**src/rtl/core/dcr_pkg.sv**
```systemverilog
`timescale 1ns / 1ps
// ----------------------------------------------------------------------------
// dcr_pkg: shared definitions for the distance constraint relaxation block
// Default sizes and the pipeline control bundle handed to every stage module.
// ----------------------------------------------------------------------------
package dcr_pkg;

    // default coordinate width (signed Q12.8)
    localparam int COORD_BITS_DEF = 20;

    // per-stage control: advance enable and valid entering the unit
    typedef struct packed {
        logic en;
        logic vld;
    } stage_ctl_t;

endpackage

```
**src/rtl/core/dcr_sqrt_pipe.sv**
```systemverilog
`timescale 1ns / 1ps
// ----------------------------------------------------------------------------
// dcr_sqrt_pipe: pipelined integer square root
// One result bit per stage (digit-by-digit method), floor(sqrt(radicand)).
// Side-band bits travel alongside each item.
// ----------------------------------------------------------------------------
module dcr_sqrt_pipe #(
    parameter int RW  = 21,
    parameter int SBW = 1
) (
    input  logic                  aclk,
    input  logic                  aresetn,
    input  dcr_pkg::stage_ctl_t   ctl,
    input  logic [2*RW-1:0]       radicand,
    input  logic [SBW-1:0]        sb_in,
    output logic                  out_vld,
    output logic [RW-1:0]         root,
    output logic [SBW-1:0]        sb_out
);

    logic              vld_reg  [RW];
    logic [RW+1:0]     rem_reg  [RW];
    logic [RW-1:0]     root_reg [RW];
    logic [2*RW-1:0]   rad_reg  [RW];
    logic [SBW-1:0]    sb_reg   [RW];

    for (genvar k = 0; k < RW; k++) begin : g_stage
        localparam int I = RW - 1 - k;

        logic              v_in;
        logic [RW+1:0]     rem_in;
        logic [RW-1:0]     root_in;
        logic [2*RW-1:0]   rad_in;
        logic [SBW-1:0]    sb_i;
        logic [RW+1:0]     rem_sh;
        logic [RW+1:0]     trial;
        logic              take;

        if (k == 0) begin : g_first
            assign v_in    = ctl.vld;
            assign rem_in  = '0;
            assign root_in = '0;
            assign rad_in  = radicand;
            assign sb_i    = sb_in;
        end else begin : g_next
            assign v_in    = vld_reg[k-1];
            assign rem_in  = rem_reg[k-1];
            assign root_in = root_reg[k-1];
            assign rad_in  = rad_reg[k-1];
            assign sb_i    = sb_reg[k-1];
        end

        // bring down two radicand bits, try root*4+1
        assign rem_sh = {rem_in[RW-1:0], rad_in[2*I+1 -: 2]};
        assign trial  = {root_in, 2'b01};
        assign take   = (rem_sh >= trial);

        always_ff @(posedge aclk) begin
            if (!aresetn) begin
                vld_reg[k] <= 1'b0;
            end else if (ctl.en) begin
                vld_reg[k] <= v_in;
            end
        end

        always_ff @(posedge aclk) begin
            if (ctl.en) begin
                rem_reg[k]  <= take ? (rem_sh - trial) : rem_sh;
                root_reg[k] <= {root_in[RW-2:0], take};
                rad_reg[k]  <= rad_in;
                sb_reg[k]   <= sb_i;
            end
        end
    end

    assign out_vld = vld_reg[RW-1];
    assign root    = root_reg[RW-1];
    assign sb_out  = sb_reg[RW-1];

endmodule

```
**config.mk**
```make
export PLATFORM = sky130hd
export DESIGN_NAME = dcr_sqrt_pipe
export DESIGN_NICKNAME = d
export VERILOG_FILES = /design/src/rtl/core/dcr_pkg.sv /design/src/rtl/core/dcr_sqrt_pipe.sv
export SDC_FILE = /design/constraint.sdc
export NUM_CORES = 1
export LEC_CHECK = 0
export BUFFER_PORTS_ARGS = -buffer_cell sky130_fd_sc_hd__buf_4
export CAP_MARGIN = 20
export CORE_ASPECT_RATIO = 0.8
export CORE_MARGIN = 2
export CORE_UTILIZATION = 63
export CTS_CLUSTER_SIZE = 28
export DETAILED_ROUTE_END_ITERATION = 10
export PLACE_DENSITY = 0.8
export SYNTH_ARGS = -nofsm -noshare
export SYNTH_HDL_FRONTEND = slang
export SYNTH_SLANG_ARGS = --single-unit
export TNS_END_PERCENT = 10
```
**constraint.sdc**
```tcl
create_clock -name aclk -period 3.5 [get_ports aclk]
set_input_delay 0.35 -clock aclk [delete_from_list [all_inputs] [get_ports aclk]]
set_output_delay 0.35 -clock aclk [all_outputs]
set_load 0.02 [all_outputs]
```
==> qor.yml <==
startpoint_type: "flip-flop"
insertion_delay_ps: 700
setup_ws_ps: 150.4
cts_root_buf: "clkbuf_16"
yosysTopAreaCell: "edfxtp_1"
cts_tree: "built"
crit_path_max_fanout: 22
critical_path_required_ps: 3900
synth_top_area_share_pct: 65.39
hpwlAfterDp_um: 61340
status: "completed"
die_x_um: 318.6
wl_per_cell_um: 18.84
pin_count: 70
grt_overflow: 0
groute.usage.overall_pct: 23.71
drt_iter0_drc: 3139
syn_area_per_cell_um2: 13.20
ys_top_cells_by_area: "edfxtp_1, ha_1, xnor2_1"
syn_nets: 4078
syn-cell-area_mm2: 0.04987
min_path_type: "input pin to flip-flop"
crit_path_end_kind: "flip-flop"
synth_edf_count: 1086
maxSlewViolCount: 0
drc: 0
vias_per_cell: 5.832
place.gp.congestion: 0.9193
p_per_area_mw_per_mm2: 625.4
rsz0062_at_grt: "yes"
cts_buffer_depth: 3
wl_um: 96160
grt_pass1_vias: 28859
start_util_pct: 63.43
synth_fa_ha_area_share_pct: 6.347
grt_pass1_wl_um: 154000
irDropWorstVdd_mv: 0.5650
path_cells: "ha_1 -> a21oi_1 -> nand2_1 -> a211oi_4 -> nand2_1 -> a211oi_2 -> o21ai_2 -> a2111oi_4 -> buf_12 -> mux2_2"
setup-violations-final: 0
ys_ff_latch: 1087
fin_crit_sh_pct: 95.70
ys_seq_area_share_pct: 65.43
worstPathArrival_ps: 3750
synth_top_family_by_area: "simple AND/OR/NAND/NOR gates"
numCtsBuffers: 102
core-area_mm2: 0.07862
antenna_found_initial: 4
min_period_ps: 3350
synthSimpleGateAreaFrac_pct: 9.701
fin_util_pct: 71.07
async_flop_share_pct: 0
crit_type: "flip-flop to flip-flop"
place_ws_ps: 154.3
muxShareOfSynthArea_pct: 1.189
worst_pin_slew_ps: 928.3
synth_compound_area_share_pct: 9.044
slew_headroom_pct: 38.11
cpMaxStageDelayCell: "a2111oi_4"
clock-sinks: 1087
path_common_cell: "nand2_1"
reg2reg_slack_ps: 150
ys_warn_count: 0
largest_register_ffs: 420
hold_viol_final: 0
p_leak_uw: 0.02158
row_count: 92
synth_cells: 3778
h-tree-depth: 3
drt-pass1-iter-count: 6
max_stage_delay_ps: 410
synth_xor_area_share_pct: 5.233
syn_to_final_growth_pct: 12.03
synth.distinct_cells: 92
synth_ff_type: "edfxtp_1"
die_area_mm2: 0.08144
drive_gt1_share_pct: 8.845
max_freq_mhz: 298.5
n_antenna_cell: 0
ant_nets: 0
port_buffers: 69
via_count: 29767
nNetsFinal: 4286
clkTransAtPathRegs_ps: 70
clock_skew_ps: 48.96
die_h_um: 255.7
cap_violations: 0
grt_max_degree: 167
layout make-up:
cell class	instances	area, um2
multi-input combinational	2298	15730
sequential	1087	32630
clock buffer	111	2586
inverter	330	1240
fill	5088	22750
clock inverter	77	837.1
tap	1034	1294
timing repair buffer	167	1551
routing by layer:
metal	part of all wire [%]	up-vias	GRT usage, %
li1	-	14372	-
met1	45	14269	35.23
met2	45	983	36.12
met3	7.8	139	5.301
met4	1.8	4	5.384
met5	0.029	-	0
cell families (layout without fill, tap and decap cells):
group / count (synthesis) / after routing
XOR/XNOR: 298 / 298
other: 1 / 1
AO/OA/AOI/OAI: 719 / 719
flip-flops: 1087 / 1087
multiplexers: 53 / 53
AND/OR/NAND/NOR: 974 / 974
buffers and inverters: 393 / 685
adder cells (fa/ha/maj): 253 / 253
worst paths after layout:
| path | startpoint | endpoint | cells past startpoint |
|---|---|---|---|
| max | rem_reg[4][47]$_DFFE_PP_ | rem_reg[4][88]$_DFFE_PP_ | 10 |
| min | ctl[1] | rad_reg[0][43]$_DFFE_PP_ | 1 |
| max reg2reg | rem_reg[4][47]$_DFFE_PP_ | rem_reg[4][88]$_DFFE_PP_ | 10 |
| min reg2reg | sb_reg[1][0]$_DFFE_PP_ | sb_reg[1][1]$_DFFE_PP_ | 0 |
critical path: cells and delay by family, from the launching register on:
kind | cells | cell delay (ps)
fa+ha+maj | 1 | 400
buf+inv | 1 | 240
compound gates | 5 | 1360
mux | 1 | 360
simple gates | 2 | 300
flops | 1 | 400
Yosys cell counts (all sizes together), types with 47 or more instances:
cell type	count
a21oi	219
nor2	251
ha	253
nand3	58
nor3	85
nand2	264
a21o	62
o21a	57
mux2	47
o21ai	187
nor4	52
edfxtp	1086
xnor2	163
inv	329
xor2	135
per-stage QoR:
stage | instances | area [um2] | TNS [ps] | total power (uW) | hold WS (ps)
final | 5104 | 55870 | 0 | 34940 | 80.10
after global routing | 5104 | 55870 | -2.143 | 36490 | 62.70
after CTS | 5103 | 55860 | 0 | 35010 | 46.88
after detailed placement | 4869 | 51970 | 0 | 23610 | 404.5
after global placement | 4869 | 51970 | 0 | 23400 | 400.1
after floorplan | 3778 | 49870 | 0 | 21690 | 400.3
placed cells by master, fill, tap and decap left out, types with 9 or more instances in the layout:
| cell | n |
|---|---|
| edfxtp_1 | 1086 |
| inv_1 | 328 |
| nand2_1 | 264 |
| ha_1 | 253 |
| nor2_1 | 251 |
| a21oi_1 | 216 |
| o21ai_0 | 183 |
| xnor2_1 | 163 |
| xor2_1 | 135 |
| buf_4 | 106 |
| clkbuf_16 | 102 |
| nor3_1 | 81 |
| a21o_1 | 62 |
| nand3_1 | 57 |
| o21a_1 | 57 |
| nor4_1 | 50 |
| dlygate4sd3_1 | 46 |
| nand2b_1 | 41 |
| mux2_2 | 41 |
| nor2b_1 | 41 |
| and3_1 | 39 |
| nand4_1 | 33 |
| or3_1 | 29 |
| clkinv_1 | 26 |
| o31ai_1 | 25 |
| a31oi_1 | 23 |
| a211oi_1 | 22 |
| clkinv_2 | 22 |
| or4_1 | 17 |
| o211ai_1 | 16 |
| o21bai_1 | 15 |
| a21boi_0 | 14 |
| buf_12 | 14 |
| bufinv_16 | 13 |
| or2_2 | 11 |
| nor3b_1 | 10 |
| nand4b_1 | 9 |
| clkbuf_1 | 9 |
repair_timing:
item                                    CTS  global route
hold endpoints to repair                 46             0
resized for setup                         0             2
endpoints found under the setup margin    0            22
hold buffers                             46             0
buffers inserted                          0             1
power breakdown:
part	total, uW	switching (uW)	internal, uW	leakage (uW)
registers	17200	912	16300	0.0105
logic	6440	3640	2800	0.00946
clock network	11300	4960	6350	0.00166
total	34900	9510	25400	0.0216
No activity file was read; power rests on OpenSTA's default activity.
