### src/rtl/core/dcr_pkg.sv
`timescale 1ns / 1ps
// ----------------------------------------------------------------------------
// dcr_pkg: shared definitions for the distance constraint relaxation block
// Default sizes and the pipeline control bundle handed to every stage module.
// ----------------------------------------------------------------------------
package dcr_pkg;

    // default coordinate width (signed Q12.8)
    localparam int COORD_BITS_DEF = 20;

    // per-stage control: advance enable and valid entering the unit
    typedef struct packed {
        logic en;
        logic vld;
    } stage_ctl_t;

endpackage

### src/rtl/core/dcr_div_pipe.sv
`timescale 1ns / 1ps
// ----------------------------------------------------------------------------
// dcr_div_pipe: pipelined restoring divider
// One quotient bit per stage. The numerator must be below divisor << QW.
// Side-band bits travel alongside each item.
// ----------------------------------------------------------------------------
module dcr_div_pipe #(
    parameter int DW  = 22,
    parameter int QW  = 21,
    parameter int SBW = 1
) (
    input  logic                  aclk,
    input  logic                  aresetn,
    input  dcr_pkg::stage_ctl_t   ctl,
    input  logic [DW+QW-1:0]      numer,
    input  logic [DW-1:0]         denom,
    input  logic [SBW-1:0]        sb_in,
    output logic                  out_vld,
    output logic [QW-1:0]         quot,
    output logic [SBW-1:0]        sb_out
);

    localparam int TW = DW + QW;

    logic              vld_reg [QW];
    logic [TW-1:0]     rem_reg [QW];
    logic [DW-1:0]     den_reg [QW];
    logic [QW-1:0]     q_reg   [QW];
    logic [SBW-1:0]    sb_reg  [QW];

    for (genvar k = 0; k < QW; k++) begin : g_stage
        localparam int I = QW - 1 - k;

        logic           v_in;
        logic [TW-1:0]  rem_in;
        logic [DW-1:0]  den_in;
        logic [QW-1:0]  q_in;
        logic [SBW-1:0] sb_i;
        logic [TW-1:0]  shifted;
        logic           take;

        if (k == 0) begin : g_first
            assign v_in   = ctl.vld;
            assign rem_in = numer;
            assign den_in = denom;
            assign q_in   = '0;
            assign sb_i   = sb_in;
        end else begin : g_next
            assign v_in   = vld_reg[k-1];
            assign rem_in = rem_reg[k-1];
            assign den_in = den_reg[k-1];
            assign q_in   = q_reg[k-1];
            assign sb_i   = sb_reg[k-1];
        end

        // compare against divisor aligned to this quotient bit
        assign shifted = TW'(den_in) << I;
        assign take    = (rem_in >= shifted);

        always_ff @(posedge aclk) begin
            if (!aresetn) begin
                vld_reg[k] <= 1'b0;
            end else if (ctl.en) begin
                vld_reg[k] <= v_in;
            end
        end

        always_ff @(posedge aclk) begin
            if (ctl.en) begin
                rem_reg[k] <= take ? (rem_in - shifted) : rem_in;
                den_reg[k] <= den_in;
                q_reg[k]   <= q_in | (QW'(take) << I);
                sb_reg[k]  <= sb_i;
            end
        end
    end

    assign out_vld = vld_reg[QW-1];
    assign quot    = q_reg[QW-1];
    assign sb_out  = sb_reg[QW-1];

endmodule

### config.mk
export PLATFORM = sky130hd
export DESIGN_NAME = dcr_div_pipe
export DESIGN_NICKNAME = d
export VERILOG_FILES = /design/src/rtl/core/dcr_pkg.sv /design/src/rtl/core/dcr_div_pipe.sv
export SDC_FILE = /design/constraint.sdc
export NUM_CORES = 2
export LEC_CHECK = 0
export BUFFER_PORTS_ARGS = -buffer_cell sky130_fd_sc_hd__buf_2
export CAP_MARGIN = 20
export CELL_PAD_IN_SITES_DETAIL_PLACEMENT = 1
export CELL_PAD_IN_SITES_GLOBAL_PLACEMENT = 1
export CORE_ASPECT_RATIO = 0.5
export CORE_UTILIZATION = 54
export CTS_BUF_LIST = sky130_fd_sc_hd__clkbuf_8
export CTS_CLUSTER_DIAMETER = 100
export DETAILED_ROUTE_END_ITERATION = 12
export GPL_TIMING_DRIVEN = 0
export PLACE_DENSITY = 0.82
export RECOVER_POWER = 50
export SYNTH_ARGS = -nofsm -noshare
export SYNTH_HDL_FRONTEND = slang
export SYNTH_SLANG_ARGS = --single-unit
### constraint.sdc
create_clock -name aclk -period 4 [get_ports aclk]
set_input_delay 0.2 -clock aclk [delete_from_list [all_inputs] [get_ports aclk]]
set_output_delay 0.2 -clock aclk [all_outputs]
set_load 0.05 [all_outputs]
==> impl_results.md <==
- Result of the run: complete, but fails checks
- Failing checks: capacitance limit, slew limit, setup timing
- Path class of the lowest-slack min-delay path: input pin to flip-flop
- Post-Route Utilization: 0.606
- Number of max-slew violations in the final report: 467
- Largest net degree at the start of global routing: 194
- Gp weighted congestion: 0.964
- Initial Util: 0.545
- Die outline height: 276 um
- Total Routed Length: 222000 um
- Share of async-settable or async-resettable flops after synthesis: 0
- Residual DRC count: 0
- Fraction of final layout cells sized beyond drive strength 1: 0.0779
- Clock tree from TritonCTS: yes
- Clock transition at the registers of the reported paths: 80 ps
- Combinational family with the most area after synthesis: compound AO/OA/AOI/OAI gates
- Post-route minimum period: 4070 ps
- Cell type contributing the most total cell area after synthesis: sky130_fd_sc_hd__edfxtp_1
- CP Cell Sequence: ha_1 > inv_1 > nor3_1 > nand4_1 > buf_4 > nor3_2 > nand4_1 > o211ai_1 > nor2b_4 > inv_2 > buf_4 > clkbuf_4 > a21oi_1
- Synthesis-stage register bit count: 1573
- Leak: 35.0 nW
- R2r setup slk: -70 ps
- Core region area: 149000 um^2
- Number of antenna violations at the first check in global routing: 1
- Adder-cell share of the synthesized area: 0.0761
- Largest stage delay, worst path: 430 ps
- Sequential-to-total area share from yosys stat: 0.582
- Area added between synthesis and finish: 11.2%
- Transition time at the pin with the least slew margin: 3400 ps
- Kind of capture point of the worst setup path: flip-flop
- Mapped Nets: 7473
- Final Net Count: 7950
- Share of the synthesized area in the top cell type: 0.581
- Syn Std Cell Area: 81200 um^2
- Hpwl dp: 158000 um
- Final ANT Viol Nets: 0
- Vias per inst: 5.93
- Mapped Avg Cell Area: 11.7 um^2
- Element type at the critical path start: flip-flop
- Max Freq: 0.246 GHz
- Cell Rows: 100
- Via count of the routed design: 56700
- Tightest slew margin relative to the limit: -1.27
- Complex-gate fraction of the synthesized area: 0.123
- Total clock buffers created by CTS: 230
- Overall routing resource usage: 0.288
- IO Count: 93
- Mux contribution to synthesized area: 0.00960
- Clock insertion delay at the later pin of the skew report: 940 ps
- Hold Vio Cnt, Final: 0
- Die Area: 152000 um^2
- Die extent in x: 550 um
- Cell at the root of the clock tree: sky130_fd_sc_hd__clkbuf_8
- Smallest setup slack after layout: -68.6 ps
- Required time at the worst-slack endpoint: 4650 ps
- Max FO, Critical Path: 10
- Number of violations of the max-capacitance limit: 4
- Post-synthesis cell count: 6921
- Vias in the first global route: 62500
- Number of levels the H-tree was split into: 4
- Flip-flop count of the largest register, all copies and words added: 860
- Yosys warning total: 0
- Number of I/O port buffers: 92
- EDFF count, synth: 1572
- Count of buffering cells on the critical path with inverters included: 5
- Area share of and/or/nand/nor cells after synthesis: 0.115
- Most area-consuming cells after synthesis: sky130_fd_sc_hd__edfxtp_1, sky130_fd_sc_hd__ha_1, sky130_fd_sc_hd__xnor2_1
- Count of unique library cells instantiated by Yosys: 85
- Global-route wire length before repair: 342000 um
- XOR/XNOR share of the synthesized area: 0.0595
- Placement Setup Slack: -1180 ps
- Critical path arrival: 4720 ps
- Crit path max-delay cell type: sky130_fd_sc_hd__nor3_1
- Clock skew after layout: 76.3 ps
- Final period utilization: 1.02
- Peak ir drop on the vdd network: 0.000313 V
- Total clock sinks: 1573
- Cell family contributing the most delay on the critical path: simple AND/OR/NAND/NOR gates
- Crit Path Category: flip-flop to flip-flop
- First-pass iteration count of the detailed router: 5
- Number of endpoints failing setup at the final stage: 11
- Maximum buffer depth of the clock tree: 4
- Total congestion overflow: 0
- Power per standard cell area: 663 nW/um^2
- Ys flop type: sky130_fd_sc_hd__edfxtp_1
- Routed wire length per instance: 23.2 um
- Detailed Route Iter0 Violations: 3313
cell families after synthesis:
group,Yosys count
AO/OA/AOI/OAI,1607
XOR/XNOR,552
adder cells (fa/ha/maj),482
buffers and inverters,758
flip-flops,1573
multiplexers,70
AND/OR/NAND/NOR,1879
worst paths after layout:
path                                                from                       end  cells after the start
worst max-delay path            rem_reg[0][40]$_DFFE_PP_  rem_reg[0][73]$_DFFE_PP_                     13
worst min-delay path                           numer[25]  rem_reg[0][25]$_DFFE_PP_                      4
worst max register to register  rem_reg[0][40]$_DFFE_PP_  rem_reg[0][73]$_DFFE_PP_                     13
worst min register to register    q_reg[1][20]$_DFFE_PP_    q_reg[1][41]$_DFFE_PP_                      0
per-stage QoR:
step           hold WS, ps  cell area (um^2)  setup TNS [ps]  std cells  total power [W]
3_5_place_dp           392             84500         -388420       9019           0.0471
3_3_place_gp           379             84100               -       9002           0.0464
2_1_floorplan          299             81200               0       6921           0.0406
5_1_grt                112             90300            -106       9562           0.0632
6_report               140             90300            -370       9562           0.0599
4_1_cts               12.5             90200               0       9557           0.0594
placed cells by master, fill, tap and decap left out, drive strengths merged, types with 57 or more instances in the layout:
cell type and count:
edfxtp 1572, inv 674, nand2 512, a21oi 473, ha 462, nor2 454
clkbuf 428, o21ai 426, xnor2 302, xor2 250, a21o 232, nor3 153
dlygate4sd3 117, nand3 116, nor4 102, clkinv 102, nand4 84, nand2b 83
buf 83, and3 64, mux2 63, o21a 62, nor2b 61, o21bai 57
routing by layer:
metal	vias to the layer above	wire (um)	global-route usage
met2	1674	119000	0.551
met1	27700	77600	0.279
met3	820	7630	0.0386
met4	0	18300	0.221
li1	26500	-	-
met5	-	0	0
cells in the mapped netlist, types with 15 or more instances:
cell type and instances:
sky130_fd_sc_hd__o2111ai_1 16, sky130_fd_sc_hd__ha_1 462, sky130_fd_sc_hd__nor4_1 101, sky130_fd_sc_hd__xnor2_1 302, sky130_fd_sc_hd__o31a_1 21, sky130_fd_sc_hd__o21a_1 62, sky130_fd_sc_hd__edfxtp_1 1572, sky130_fd_sc_hd__nand3_1 116
sky130_fd_sc_hd__nand2_1 512, sky130_fd_sc_hd__nand4_1 84, sky130_fd_sc_hd__a31oi_1 51, sky130_fd_sc_hd__inv_1 605, sky130_fd_sc_hd__o21ai_0 426, sky130_fd_sc_hd__nand2b_1 83, sky130_fd_sc_hd__mux2_2 63, sky130_fd_sc_hd__nor2b_1 61
sky130_fd_sc_hd__and2_1 29, sky130_fd_sc_hd__a21o_1 232, sky130_fd_sc_hd__o31ai_1 43, sky130_fd_sc_hd__nor3_1 152, sky130_fd_sc_hd__a211oi_1 38, sky130_fd_sc_hd__or4_1 31, sky130_fd_sc_hd__a21oi_1 473, sky130_fd_sc_hd__o21bai_1 57
sky130_fd_sc_hd__o211ai_1 35, sky130_fd_sc_hd__xor2_1 250, sky130_fd_sc_hd__or2_2 28, sky130_fd_sc_hd__fa_1 20, sky130_fd_sc_hd__clkbuf_1 133, sky130_fd_sc_hd__and3_1 64, sky130_fd_sc_hd__nor2_1 453, sky130_fd_sc_hd__nor4b_1 28
sky130_fd_sc_hd__buf_1 16, sky130_fd_sc_hd__nand3b_1 15, sky130_fd_sc_hd__nand4b_1 17, sky130_fd_sc_hd__or3_1 56, sky130_fd_sc_hd__a211o_1 20, sky130_fd_sc_hd__a31o_2 15
final cells by class:
class / instances / area, um^2
antenna: 1 / 2.50
buffer: 143 / 657
clock buffer: 231 / 3180
clock inverter: 175 / 843
fill: 15200 / 58700
inverter: 606 / 2280
multi-input combinational: 4590 / 31500
sequential: 1573 / 47200
tap: 1989 / 2490
timing repair buffer: 254 / 2080
tightest hold or removal path: stages:
cell and delay, ps:
sky130_fd_sc_hd__dlygate4sd3_1 510, sky130_fd_sc_hd__buf_2 110, sky130_fd_sc_hd__nand2_1 50, sky130_fd_sc_hd__o21ai_0 80
where the power goes:
group	switching (W)	internal (W)	total (W)
Combinational	0.0135	0.00928	0.0228
Clock	0.00647	0.00557	0.0120
Sequential	0.00221	0.0228	0.0250
Total	0.0222	0.0377	0.0599
repair_timing:
item | in CTS | in global routing
cloned | 0 | 3
hold buffers | 118 | 0
resized for setup | 98 | 84
setup endpoints to repair | 471 | 662
endpoints found under the hold margin | 168 | 0
pin swaps | 10 | 14
setup buffers | 16 | 6
(Power assumes the default switching activity.)
